$ cat config.mk
export PLATFORM = sky130hd
export DESIGN_NAME = fre_fifo
export DESIGN_NICKNAME = d
export VERILOG_FILES = /design/src/sv/fre_fifo.sv
export SDC_FILE = /design/constraint.sdc
export NUM_CORES = 1
export LEC_CHECK = 0
export ABC_AREA = 1
export BUFFER_PORTS_ARGS = -buffer_cell sky130_fd_sc_hd__buf_2
export CAP_MARGIN = 0
export CELL_PAD_IN_SITES_DETAIL_PLACEMENT = 2
export CELL_PAD_IN_SITES_GLOBAL_PLACEMENT = 2
export CORE_MARGIN = 5
export CORE_UTILIZATION = 33
export DETAILED_ROUTE_END_ITERATION = 6
export PLACE_DENSITY_LB_ADDON = 0.1
export SLEW_MARGIN = 25
export SYNTH_ARGS = -nofsm -noshare
export SYNTH_HDL_FRONTEND = slang
export SYNTH_SLANG_ARGS = --single-unit
$ cat constraint.sdc
create_clock -name clk -period 1.7 [get_ports clk]
set_clock_uncertainty 0.15 [all_clocks]
set_input_delay 0.34 -clock clk [delete_from_list [all_inputs] [get_ports clk]]
set_output_delay 0.34 -clock clk [all_outputs]
set_load 0.1 [all_outputs]
$ cat src/sv/fre_fifo.sv
// Small register queue used between the front, the back and the result port.
// Depends on nothing; DEPTH must be a power of two.
module fre_fifo #(
  parameter int WIDTH = 8,
  parameter int DEPTH = 4
) (
  input  logic                       clk,
  input  logic                       rst,
  input  logic                       push,
  input  logic [WIDTH-1:0]           din,
  output logic                       full,
  input  logic                       pop,
  output logic [WIDTH-1:0]           dout,
  output logic                       empty,
  output logic [$clog2(DEPTH+1)-1:0] count
);
  localparam int PW = (DEPTH > 1) ? $clog2(DEPTH) : 1;
  localparam int CW = $clog2(DEPTH+1);

  logic [WIDTH-1:0] entries [DEPTH];
  logic [PW-1:0]    wr_ptr;
  logic [PW-1:0]    rd_ptr;
  logic             do_push;
  logic             do_pop;

  assign full    = (count == CW'(DEPTH));
  assign empty   = (count == '0);
  assign do_push = push && !full;
  assign do_pop  = pop && !empty;
  assign dout    = entries[rd_ptr];

  always_ff @(posedge clk) begin
    if (rst) begin
      wr_ptr <= '0;
      rd_ptr <= '0;
      count  <= '0;
    end else begin
      if (do_push) wr_ptr <= wr_ptr + PW'(1);
      if (do_pop) rd_ptr <= rd_ptr + PW'(1);
      if (do_push && !do_pop) count <= count + CW'(1);
      else if (do_pop && !do_push) count <= count - CW'(1);
    end
  end

  always_ff @(posedge clk) begin
    if (do_push) entries[wr_ptr] <= din;
  end

endmodule

==> results.tsv <==
metric	value	unit
ordered list of cells on the worst path	buf_6 > o21ai_4 > o22ai_4 > buf_12	
Post-Layout Cell Count	265	
Initial DRC Count	69	
first-pass GRT wire length	7510	um
post-synth net total	164	
crit path buf inv count	2	
Syn Area/Cell	11.5	um2
Yosys cell types	18	
# diodes	0	
Site Rows	26	
CP max stage cell	dfxtp_4	
fin. max-slew vios	0	
P_int	3.01	mW
outcome	complete, but fails checks	
detailed-route vias per instance	4.77	
Flop pwr share	0.253	
clock transition at the registers of the reported paths	90	ps
DIE AREA	6640	um2
clk root buf	clkbuf_8	
most common cell after layout, fill and taps aside	edfxtp_1	
period utilization	1.08	
DR DRC count	0	
Fin. Hold Viols	0	
Max IR drop VDD	1.29	mV
Gate power share	0.573	
Pleak	1.00	nW
Sw Share	0.457	
crit path kind	reg2out	
Cells after DPL	249	
CP Launch Type	flip-flop	
GR Overflow Total	0	
Worst R2R Setup Slack	-60	ps
Worst Path Required	1210	ps
initial antenna violation count	0	
CP Depth	4	
fin area	2620	um2
DRT Pass-1 Iters	4	
area grow syn2layout	55.3	%
Synth area leaders	edfxtp_1, dfxtp_1, nor2_1	
largest area contributor in the netlist	edfxtp_1	
worst slew pin tran	486	ps
CP delay by family, top	flip-flops	
failing checks	negative setup slack	
core box area	5040	um2
# IOs	25	
RSZ-0062 raised after global routing	true	
signal arrival time at the worst endpoint	1350	ps
Final nets	212	
CP max stage delay	440	ps
vias	1265	
PnR worst setup slack	-140	ps
Clock Power Share	0.174	
Post-Syn Area	1690	um2
post-place instance area	2270	um2
Hold WC Path Type	in2reg	
Power per Cell Area	2110	nW/um2
Yosys reg bits	41	
Die Y	81.5	um
clk buf depth	2	
GPL Wtd Cong	0.835	
most frequent cells in the layout	edfxtp_1, nor2_1, buf_4	
endpoint class of the critical path	output pin	
FILL cells	490	
register area share after synthesis	0.677	
number of global-route vias before repair	1482	
routed length per placed instance	17.4	um
die width	81.5	um
largest net degree at the start of global routing	17	
CTS Buf Count	5	
max_cap viols	0	
share of layout cells above drive strength 1	0.513	
Mapped Cells	146	
Port Buf Inserts	24	
Hold Crit Start	din[0]	
CP max FO	8	
Max Clk Rate	0.543	GHz
total power	5.54	mW
RR Startpoint	count[2]	
CTS tree	done	
worst skew pair latency	300	ps
final setup vio count	10	
setup tns final	-1050	ps
fin crit period	1840	ps
switching power	2.53	mW
hold path depth	1	
remaining antenna violation count	0	
initial core utilization	0.334	
worst reg-to-reg path cell count	12	
Max-slew headroom	0.679	
CTS H-tree lvls	2	
clk sink count	41	
FF/Latch Area	1160	um2
area taken by multi-input logic gates	683	um2
WL final	4600	um
Tot GR Track Use	0.160	
Post-DP HPWL	3150	um
Yosys top cell area share	0.570	
YS warnings	0	
[per-stage QoR]
stage / util / setup WS (ps) / hold slack, ps
after floorplan: - / -182 / 289
after global placement: 0.450 / -23.3 / 324
after detailed placement: 0.450 / -60.2 / 351
after CTS: 0.508 / -161 / 88.9
after global routing: 0.519 / -222 / 84.5
final: 0.519 / -140 / 96.9
[synth_stat cells]
cell      count
inv_1        19
o21ai_1       2
o21ai_0      14
edfxtp_1     32
nand2_1      12
o21ai_2       2
o22ai_1       8
nand3_1       5
inv_2         1
nand4_1       1
nand3b_1      1
ha_1          5
nor2_2        2
buf_6         2
nor2_1       24
a21oi_1       6
fa_1          1
dfxtp_1       9
[worst register-to-register path: stages, from the launching register on]
cell     delay, ps
dfxtp_4        380
inv_4           70
nand3_4         90
nand2_4         80
ha_4           150
inv_4           40
fa_2           380
inv_2           70
nand2_2         60
nand3_2         80
nand2_2         60
inv_2           40
nor2_1          30
[final cells by class]
class | count | share of cell area
clock buffer | 5 | 0.0263
clock inverter | 3 | 0.0263
inverter | 20 | 0.0382
multi-input combinational | 83 | 0.261
sequential | 41 | 0.443
tap | 70 | 0.0335
timing repair buffer | 43 | 0.172
[cell families after synthesis]
group	count (synthesis)	synth area share
fa+ha+maj	6	0.0490
compound gates	32	0.105
flops	41	0.677
simple gates	45	0.111
buf+inv	22	0.0579
[flip-flops by register name, indices dropped and copies added, names as in the netlist, named ones only]
signal   flops
rd_ptr       2
count        3
entries     32
wr_ptr       2
[final timing paths]
kind                   end
max                dout[7]
min          entries[0][0]
max reg2reg       count[2]
min reg2reg      rd_ptr[0]
[layer usage]
| metal | up-vias | wire length (um) | global-route usage |
|---|---|---|---|
| li1 | 602 | - | - |
| met5 | - | 0 | 0 |
| met2 | 21 | 2510 | 0.296 |
| met3 | 7 | 94 | 0.0318 |
| met1 | 635 | 1900 | 0.170 |
| met4 | 0 | 100 | 0.0811 |
[what timing repair did]
action                                  in CTS  in global routing
hold buffers                                 0                  0
resized for setup                           43                 10
endpoints found under the hold margin        0                  0
pin swaps                                    9                 12
endpoints found under the setup margin      14                 12
setup buffers                                4                  4
[power groups by stage]
stage,Clock (mW),Combinational [mW],Sequential (mW)
2_1_floorplan,0,1.65,1.62
3_3_place_gp,0,2.73,1.38
3_5_place_dp,0,2.81,1.39
4_1_cts,0.991,3.08,1.40
5_1_grt,1.04,3.34,1.42
6_report,0.962,3.17,1.40
No activity file was read; power rests on OpenSTA's default activity.
