### src/sv/fre_pkg.sv
// Shared types, codes and default sizes for the fragment reassembly engine.
// Used by the top, the front and the back; depends on nothing.
package fre_pkg;

  localparam int SLOTS_DEF        = 4;
  localparam int FRAG_PAYLOAD_DEF = 251;
  localparam int BUFFER_BYTES_DEF = 2048;
  localparam int MAX_FRAGS_DEF    = 8;
  localparam int QUEUE_DEPTH      = 4;
  localparam int ADDR_W           = 16;
  localparam logic [15:0] TIMEOUT_RESET = 16'd5000;

  localparam logic [1:0] FUNC_FRAG = 2'd0;
  localparam logic [1:0] FUNC_TICK = 2'd1;
  localparam logic [1:0] FUNC_READ = 2'd2;

  localparam logic [1:0] KIND_PASS  = 2'd0;
  localparam logic [1:0] KIND_READY = 2'd1;
  localparam logic [1:0] KIND_READ  = 2'd2;
  localparam logic [1:0] KIND_DROP  = 2'd3;

  typedef enum logic [1:0] {
    MODE_HEADER  = 2'd0,
    MODE_PASS    = 2'd1,
    MODE_COLLECT = 2'd2,
    MODE_DISCARD = 2'd3
  } mode_t;

  typedef struct packed {
    logic [1:0]  func;
    logic [7:0]  data_byte;
    logic        last_byte;
    logic [31:0] now_ms;
    logic [1:0]  read_slot;
    logic [10:0] read_offset;
  } in_item_t;

  typedef struct packed {
    logic [1:0]  kind;
    logic [7:0]  out_byte;
    logic        end_of_packet;
    logic [1:0]  slot;
    logic [11:0] length;
  } out_item_t;

  typedef struct packed {
    logic              wr_en;
    logic              rd_en;
    logic              res_en;
    logic [ADDR_W-1:0] addr;
    logic [7:0]        data;
    out_item_t         res;
  } cmd_t;

endpackage

### src/sv/fre_front.sv
// Front part: parses fragment headers, keeps the slot table and aging, and issues commands.
// Depends on fre_pkg.
module fre_front #(
  parameter int SLOTS        = fre_pkg::SLOTS_DEF,
  parameter int FRAG_PAYLOAD = fre_pkg::FRAG_PAYLOAD_DEF,
  parameter int BUFFER_BYTES = fre_pkg::BUFFER_BYTES_DEF,
  parameter int MAX_FRAGS    = fre_pkg::MAX_FRAGS_DEF
) (
  input  logic             clk,
  input  logic             rst,
  input  logic             cfg_we,
  input  logic [15:0]      cfg_wdata,
  input  logic             accept,
  input  fre_pkg::in_item_t item,
  output logic             cmd_push,
  output fre_pkg::cmd_t    cmd
);
  localparam int SW = (SLOTS > 1) ? $clog2(SLOTS) : 1;
  localparam int LW = $clog2(BUFFER_BYTES + 1);

  logic [15:0]          timeout;
  logic [SLOTS-1:0]     slot_active, slot_active_next;
  logic [SLOTS-1:0]     slot_ready, slot_ready_next;
  logic [15:0]          slot_id [SLOTS];
  logic [15:0]          slot_id_next [SLOTS];
  logic [31:0]          slot_start [SLOTS];
  logic [31:0]          slot_start_next [SLOTS];
  logic [MAX_FRAGS-1:0] slot_mask [SLOTS];
  logic [MAX_FRAGS-1:0] slot_mask_next [SLOTS];
  logic [LW-1:0]        slot_fill [SLOTS];
  logic [LW-1:0]        slot_fill_next [SLOTS];
  logic [7:0]           byte_position, byte_position_next;
  logic [15:0]          current_id, current_id_next;
  logic [7:0]           current_index, current_index_next;
  logic [7:0]           current_total, current_total_next;
  logic [SW-1:0]        current_slot, current_slot_next;
  logic [15:0]          frag_base, frag_base_next;
  fre_pkg::mode_t       mode, mode_next;

  function automatic logic [LW-1:0] raise(input logic [LW-1:0] f, input logic [16:0] e);
    logic [16:0] c;
    c = (e > 17'(BUFFER_BYTES)) ? 17'(BUFFER_BYTES) : e;
    return (c > 17'(f)) ? LW'(c) : f;
  endfunction

  always_comb begin
    logic [7:0]           pos;
    logic                 found;
    logic                 alloc;
    logic [SW-1:0]        fs;
    logic                 do_finish;
    logic [16:0]          off;
    logic [MAX_FRAGS-1:0] need;
    logic [MAX_FRAGS-1:0] m;

    slot_active_next   = slot_active;
    slot_ready_next    = slot_ready;
    slot_id_next       = slot_id;
    slot_start_next    = slot_start;
    slot_mask_next     = slot_mask;
    slot_fill_next     = slot_fill;
    byte_position_next = byte_position;
    current_id_next    = current_id;
    current_index_next = current_index;
    current_total_next = current_total;
    current_slot_next  = current_slot;
    frag_base_next     = frag_base;
    mode_next          = mode;
    cmd                = '0;
    cmd_push           = 1'b0;
    pos                = byte_position;
    found              = 1'b0;
    alloc              = 1'b0;
    fs                 = '0;
    do_finish          = 1'b0;
    off                = '0;
    need               = '0;
    m                  = '0;

    if (accept) begin
      case (item.func)
        fre_pkg::FUNC_FRAG: begin
          if (byte_position != 8'hFF) byte_position_next = byte_position + 8'd1;
          case (mode)
            fre_pkg::MODE_HEADER: begin
              if (pos == 8'd0) current_id_next = {item.data_byte, current_id[7:0]};
              else if (pos == 8'd1) current_id_next = {current_id[15:8], item.data_byte};
              else if (pos == 8'd2) current_index_next = item.data_byte;
              else current_total_next = item.data_byte;
              if (pos < 8'd3) begin
                if (item.last_byte) begin
                  cmd.res_en    = 1'b1;
                  cmd.res.kind  = fre_pkg::KIND_DROP;
                end
              end else if (current_total_next == 8'd0 ||
                           current_index_next >= current_total_next) begin
                mode_next    = fre_pkg::MODE_DISCARD;
                cmd.res_en   = 1'b1;
                cmd.res.kind = fre_pkg::KIND_DROP;
              end else if (current_total_next == 8'd1) begin
                mode_next = fre_pkg::MODE_PASS;
              end else begin
                for (int i = 0; i < SLOTS; i++) begin
                  if (!found && slot_active[i] && slot_id[i] == current_id_next) begin
                    found = 1'b1;
                    fs    = SW'(i);
                  end
                end
                for (int i = 0; i < SLOTS; i++) begin
                  if (!found && !slot_active[i] && !slot_ready[i]) begin
                    found = 1'b1;
                    alloc = 1'b1;
                    fs    = SW'(i);
                  end
                end
                if (!found) begin
                  mode_next    = fre_pkg::MODE_DISCARD;
                  cmd.res_en   = 1'b1;
                  cmd.res.kind = fre_pkg::KIND_DROP;
                end else begin
                  current_slot_next = fs;
                  mode_next         = fre_pkg::MODE_COLLECT;
                  frag_base_next    = 16'(current_index_next) * 16'(FRAG_PAYLOAD);
                  for (int i = 0; i < SLOTS; i++) begin
                    if (SW'(i) == fs) begin
                      if (alloc) begin
                        slot_active_next[i] = 1'b1;
                        slot_id_next[i]     = current_id_next;
                        slot_start_next[i]  = item.now_ms;
                        slot_mask_next[i]   = '0;
                        slot_fill_next[i]   = '0;
                      end
                      slot_fill_next[i] = raise(slot_fill_next[i], 17'(frag_base_next));
                    end
                  end
                  do_finish = item.last_byte;
                end
              end
            end
            fre_pkg::MODE_PASS: begin
              cmd.res_en            = 1'b1;
              cmd.res.kind          = fre_pkg::KIND_PASS;
              cmd.res.out_byte      = item.data_byte;
              cmd.res.end_of_packet = item.last_byte;
            end
            fre_pkg::MODE_COLLECT: begin
              if (pos != 8'hFF) begin
                off = 17'(frag_base) + 17'(pos) - 17'd4;
                if (off < 17'(BUFFER_BYTES)) begin
                  cmd.wr_en = 1'b1;
                  cmd.addr  = fre_pkg::ADDR_W'(17'(current_slot) * 17'(BUFFER_BYTES) + off);
                  cmd.data  = item.data_byte;
                end
                for (int i = 0; i < SLOTS; i++) begin
                  if (SW'(i) == current_slot) begin
                    slot_fill_next[i] = raise(slot_fill[i], off + 17'd1);
                  end
                end
              end
              do_finish = item.last_byte;
            end
            default: begin
            end
          endcase
          if (do_finish) begin
            for (int i = 0; i < SLOTS; i++) begin
              if (SW'(i) == current_slot_next) begin
                m = slot_mask_next[i] | (MAX_FRAGS'(1) << current_index_next);
                slot_mask_next[i] = m;
                need = (current_total_next < 8'(MAX_FRAGS)) ?
                       ((MAX_FRAGS'(1) << current_total_next) - MAX_FRAGS'(1)) : '1;
                if ((m & need) == need) begin
                  slot_active_next[i] = 1'b0;
                  slot_ready_next[i]  = 1'b1;
                  cmd.res_en          = 1'b1;
                  cmd.res.kind        = fre_pkg::KIND_READY;
                  cmd.res.slot        = 2'(current_slot_next);
                  cmd.res.length      = 12'(slot_fill_next[i]);
                end
              end
            end
          end
          if (item.last_byte) begin
            byte_position_next = '0;
            mode_next          = fre_pkg::MODE_HEADER;
          end
        end
        fre_pkg::FUNC_TICK: begin
          for (int i = 0; i < SLOTS; i++) begin
            if (slot_active[i] && (item.now_ms - slot_start[i]) > {16'd0, timeout}) begin
              slot_active_next[i] = 1'b0;
              slot_mask_next[i]   = '0;
              slot_fill_next[i]   = '0;
              if (mode == fre_pkg::MODE_COLLECT && current_slot == SW'(i)) begin
                mode_next = fre_pkg::MODE_DISCARD;
              end
            end
          end
        end
        fre_pkg::FUNC_READ: begin
          cmd.res_en   = 1'b1;
          cmd.res.kind = fre_pkg::KIND_READ;
          if (int'(item.read_slot) < SLOTS && int'(item.read_offset) < BUFFER_BYTES) begin
            cmd.rd_en = 1'b1;
            cmd.addr  = fre_pkg::ADDR_W'(17'(item.read_slot) * 17'(BUFFER_BYTES) +
                                         17'(item.read_offset));
            for (int i = 0; i < SLOTS; i++) begin
              if (2'(i) == item.read_slot && item.last_byte && slot_ready[i]) begin
                slot_ready_next[i] = 1'b0;
                slot_mask_next[i]  = '0;
                slot_fill_next[i]  = '0;
              end
            end
          end
        end
        default: begin
        end
      endcase
      cmd_push = cmd.wr_en || cmd.rd_en || cmd.res_en;
    end
  end

  always_ff @(posedge clk) begin
    if (rst) begin
      timeout       <= fre_pkg::TIMEOUT_RESET;
      slot_active   <= '0;
      slot_ready    <= '0;
      byte_position <= '0;
      current_id    <= '0;
      current_index <= '0;
      current_total <= '0;
      current_slot  <= '0;
      frag_base     <= '0;
      mode          <= fre_pkg::MODE_HEADER;
      for (int i = 0; i < SLOTS; i++) begin
        slot_id[i]    <= '0;
        slot_start[i] <= '0;
        slot_mask[i]  <= '0;
        slot_fill[i]  <= '0;
      end
    end else begin
      if (cfg_we) timeout <= cfg_wdata;
      slot_active   <= slot_active_next;
      slot_ready    <= slot_ready_next;
      byte_position <= byte_position_next;
      current_id    <= current_id_next;
      current_index <= current_index_next;
      current_total <= current_total_next;
      current_slot  <= current_slot_next;
      frag_base     <= frag_base_next;
      mode          <= mode_next;
      slot_id       <= slot_id_next;
      slot_start    <= slot_start_next;
      slot_mask     <= slot_mask_next;
      slot_fill     <= slot_fill_next;
    end
  end

  a_active_ready_disjoint: assert property (@(posedge clk) disable iff (rst)
    (slot_active & slot_ready) == '0)
    else $error("A slot is both collecting and ready.");

  a_write_in_collect: assert property (@(posedge clk) disable iff (rst)
    cmd_push && cmd.wr_en |-> mode == fre_pkg::MODE_COLLECT)
    else $error("A store write was issued outside collection.");

endmodule

### config.mk
export PLATFORM = sky130hd
export DESIGN_NAME = fre_front
export DESIGN_NICKNAME = d
export VERILOG_FILES = /design/src/sv/fre_pkg.sv /design/src/sv/fre_front.sv
export SDC_FILE = /design/constraint.sdc
export NUM_CORES = 2
export LEC_CHECK = 0
export ABC_AREA = 1
export BUFFER_PORTS_ARGS = -buffer_cell sky130_fd_sc_hd__buf_2
export CAP_MARGIN = 25
export CELL_PAD_IN_SITES_DETAIL_PLACEMENT = 0
export CELL_PAD_IN_SITES_GLOBAL_PLACEMENT = 2
export CORE_UTILIZATION = 38
export DETAILED_ROUTE_END_ITERATION = 10
export PLACE_DENSITY = 0.95
export SLEW_MARGIN = 20
export SYNTH_ARGS = -nofsm -noshare
export SYNTH_HDL_FRONTEND = slang
export SYNTH_SLANG_ARGS = --single-unit
### constraint.sdc
create_clock -name clk -period 13.54 [get_ports clk]
set_input_delay 0.677 -clock clk [delete_from_list [all_inputs] [get_ports clk]]
set_output_delay 0.677 -clock clk [all_outputs]
set_load 0.005 [all_outputs]
==> flow_summary_export.csv <==
group,metric,value,unit
status,status,"complete, no violations",
setup_path,end_kind,"output port",
cts,clk_pin_slew,0.06,ns
setup_path,reg2reg_depth,40,
sta,slew_viol_final,0,
routing,wl_per_cell,19.12,um
global_route,grt_max_degree,101,
routing,drtIter0Drc,2824,
power_and_ir_drop,power_density,101.6,mW/mm^2
sta,rsz0062_at_grt,"false",
final_layout,syn2layout_area_growth,9.469,%
setup_path,r2r_slack,3.71,ns
routing,vias,35970,
floorplan,io_pins,129,
global_route,grt_pass1_vias,33180,
power_and_ir_drop,ir_worst_vdd,0.09756,mV
floorplan,core_area,0.08892,mm^2
cts,cts_buffers,47,
floorplan,fp.dieH,302.6,um
yosys,ys.flop_type,"dfxtp_1",
yosys,synth_cell_types,67,
final_layout,final_net_count,5984,
global_route,grt_util_met1,36.05,%
final_layout,utilization,42.28,%
global_route,use_met2,45.62,%
yosys,synth_seq_cells,356,
sta,setup_ws,2.089,ns
sta,finalCritPeriodShare,84.57,%
placed_design,placedCellCount,6623,
final_layout,final_cell_mix,"nand2_1, inv_1, a21oi_1",
setup_path,crit_path_frequent_cell,"inv_1",
routing,vias_per_cell,5.360,
placed_design,gp_congestion,0.9452,
job,maxCapViolCount,0,
setup_path,critPathMaxStageDelay,0.76,ns
placed_design,port-buffer-count,126,
setup_path,critPathArrivalTime,10.77,ns
cts,clock_sinks,356,
cts,cts_tree,"built",
cts,clk_latency,0.61,ns
yosys,synth.yosys.seq_area_share,20.75,%
global_route,use_met3,2.807,%
routing,wirelength,128.3,mm
cts,clock-root-buffer,"clkbuf_16",
floorplan,rows,109,
hold_path,min_delay_path_depth,3,
routing,drc,0,
yosys,yosysWarnings,0,
sta,period_needed,11.45,ns
yosys,postSynthAreaPerCell,6.261,um^2
sta,max_freq,0.08733,GHz
setup_path,crit_path_start_kind,"flip-flop",
sta,skew,0.02918,ns
setup_path,path_max_fanout,16,
sta,setup_viol,0,
global_route,antenna_found_initial,0,
yosys,synth_edf_count,0,
cts,cts_setup_buffers,0,
sta,tns,0,ns
sta,relSlewSlack,27.56,%
power_and_ir_drop,leakage,17.33,nW
routing,firstDrtPassIters,6,
floorplan,initial_core_util,38.62,%
floorplan,fp.dieW,302.6,um
placed_design,dpl_worst_slack,2.872,ns
final_layout,drive_above_1_share,6.186,%
setup_path,critPathSlowestCell,"o21ai_0",
setup_path,required,12.86,ns
hold_path,hold_class,"in -> reg",
global_route,grtUsageTotal,27.37,%
cts,h-tree-depth,2,
yosys,async_reset_ff_share,0,%
cts,clockBufferDepth,3,
global_route,gr-total-overflow,0,
routing,ant_nets,0,
sta,hold_viol,0,
setup_path,path_class,"reg -> out",
yosys,synth_cells,5485,
cts,cts_resized,0,
final_layout,layout_commonest_cell,"nand2_1",
final_layout,fin_cells,6710,
global_route,busiest_layer,"met2",
power_and_ir_drop,finalPower,3.820,mW
final_layout,antennaDiodeCount,0,
sta,worstMarginPinSlew,1.084,ns
cts,postCtsHoldBufs,0,
placed_design,place_hpwl,100.3,mm
global_route,grt_first_pass_wirelength,195.8,mm
floorplan,dieArea,0.09158,mm^2
yosys,synth_area,0.03434,mm^2
synthesized netlist by cell type (all sizes together), types with 10 or more instances:
cell type	count	area share (%)
o21bai	14	0.31
a21oi	745	11
ha	366	13
a211oi	15	0.33
xor2	90	2.3
xnor2	53	1.4
nand3b	10	0.26
o21a	12	0.26
inv	764	8.4
o221ai	14	0.36
nor2	466	5.4
nand2	1255	14
a31oi	12	0.22
fa	34	2.0
clkbuf	137	1.5
buf	50	0.83
nand3	311	4.6
dfxtp	356	21
or2	13	0.24
a21boi	13	0.28
nor4	23	0.42
o21ai	440	6.5
a21o	23	0.50
a22oi	11	0.24
nand4	116	2.2
o211ai	29	0.63
nor3	60	0.92
worst paths after layout:
kind                                       start              to
worst max-delay path            byte_position[0]          cmd[0]
worst min-delay path                cfg_wdata[9]      timeout[9]
worst max register to register  byte_position[0]   slot_fill[24]
worst min register to register    slot_start[30]  slot_start[30]
layer usage:
| metal | up-vias | wire length, um |
|---|---|---|
| li1 | 18260 | - |
| met3 | 237 | 6513 |
| met5 | - | 0 |
| met1 | 16540 | 58060 |
| met2 | 929 | 58220 |
| met4 | 0 | 5527 |
per-stage QoR:
stage               instance area, um^2  hold WS, ns
detailed placement                35960       0.4517
floorplan                         34350       0.4331
finish                            37590       0.2877
global route                      37590       0.2967
CTS                               37580       0.2590
global placement                  35900       0.4427
registers in the layout (all words and copies together) (netlist names):
signal         cells
frag_base         16
slot_ready         4
slot_start       128
current_index      8
slot_active        4
slot_id           64
byte_position      8
current_id        16
mode               2
current_total      8
slot_mask         32
timeout           16
current_slot       2
slot_fill         48
where the power goes:
part,internal [mW],leakage (nW),total [mW],switching [mW]
clock,0.795,0.798,1.34,0.541
sequential,1.06,2.88,1.08,0.0133
combinational,0.454,13.7,1.41,0.953
worst max-delay path: cells and delay by family (launching register included):
kind,cells,cell delay [ns]
buf+inv,10,1.60
flops,1,0.41
simple gates,15,2.90
compound gates,10,1.99
xor+xnor,1,0.17
fa+ha+maj,7,3.06
layout make-up:
cell class | count | area, um^2
Sequential cell | 356 | 7127
Clock buffer | 71 | 1449
Fill cell | 9711 | 51330
Inverter | 773 | 2907
Clock inverter | 15 | 172.7
Multi-Input combinational cell | 4170 | 23560
Tap cell | 1165 | 1458
Timing Repair Buffer | 160 | 919.6
cell families after synthesis:
logic type | share of synthesized area (%)
compound gates | 21.30
xor+xnor | 3.669
fa+ha+maj | 15.32
buf+inv | 10.78
flops | 20.75
other cells | 0.01092
simple gates | 28.17
No activity file was read; power rests on OpenSTA's default activity.
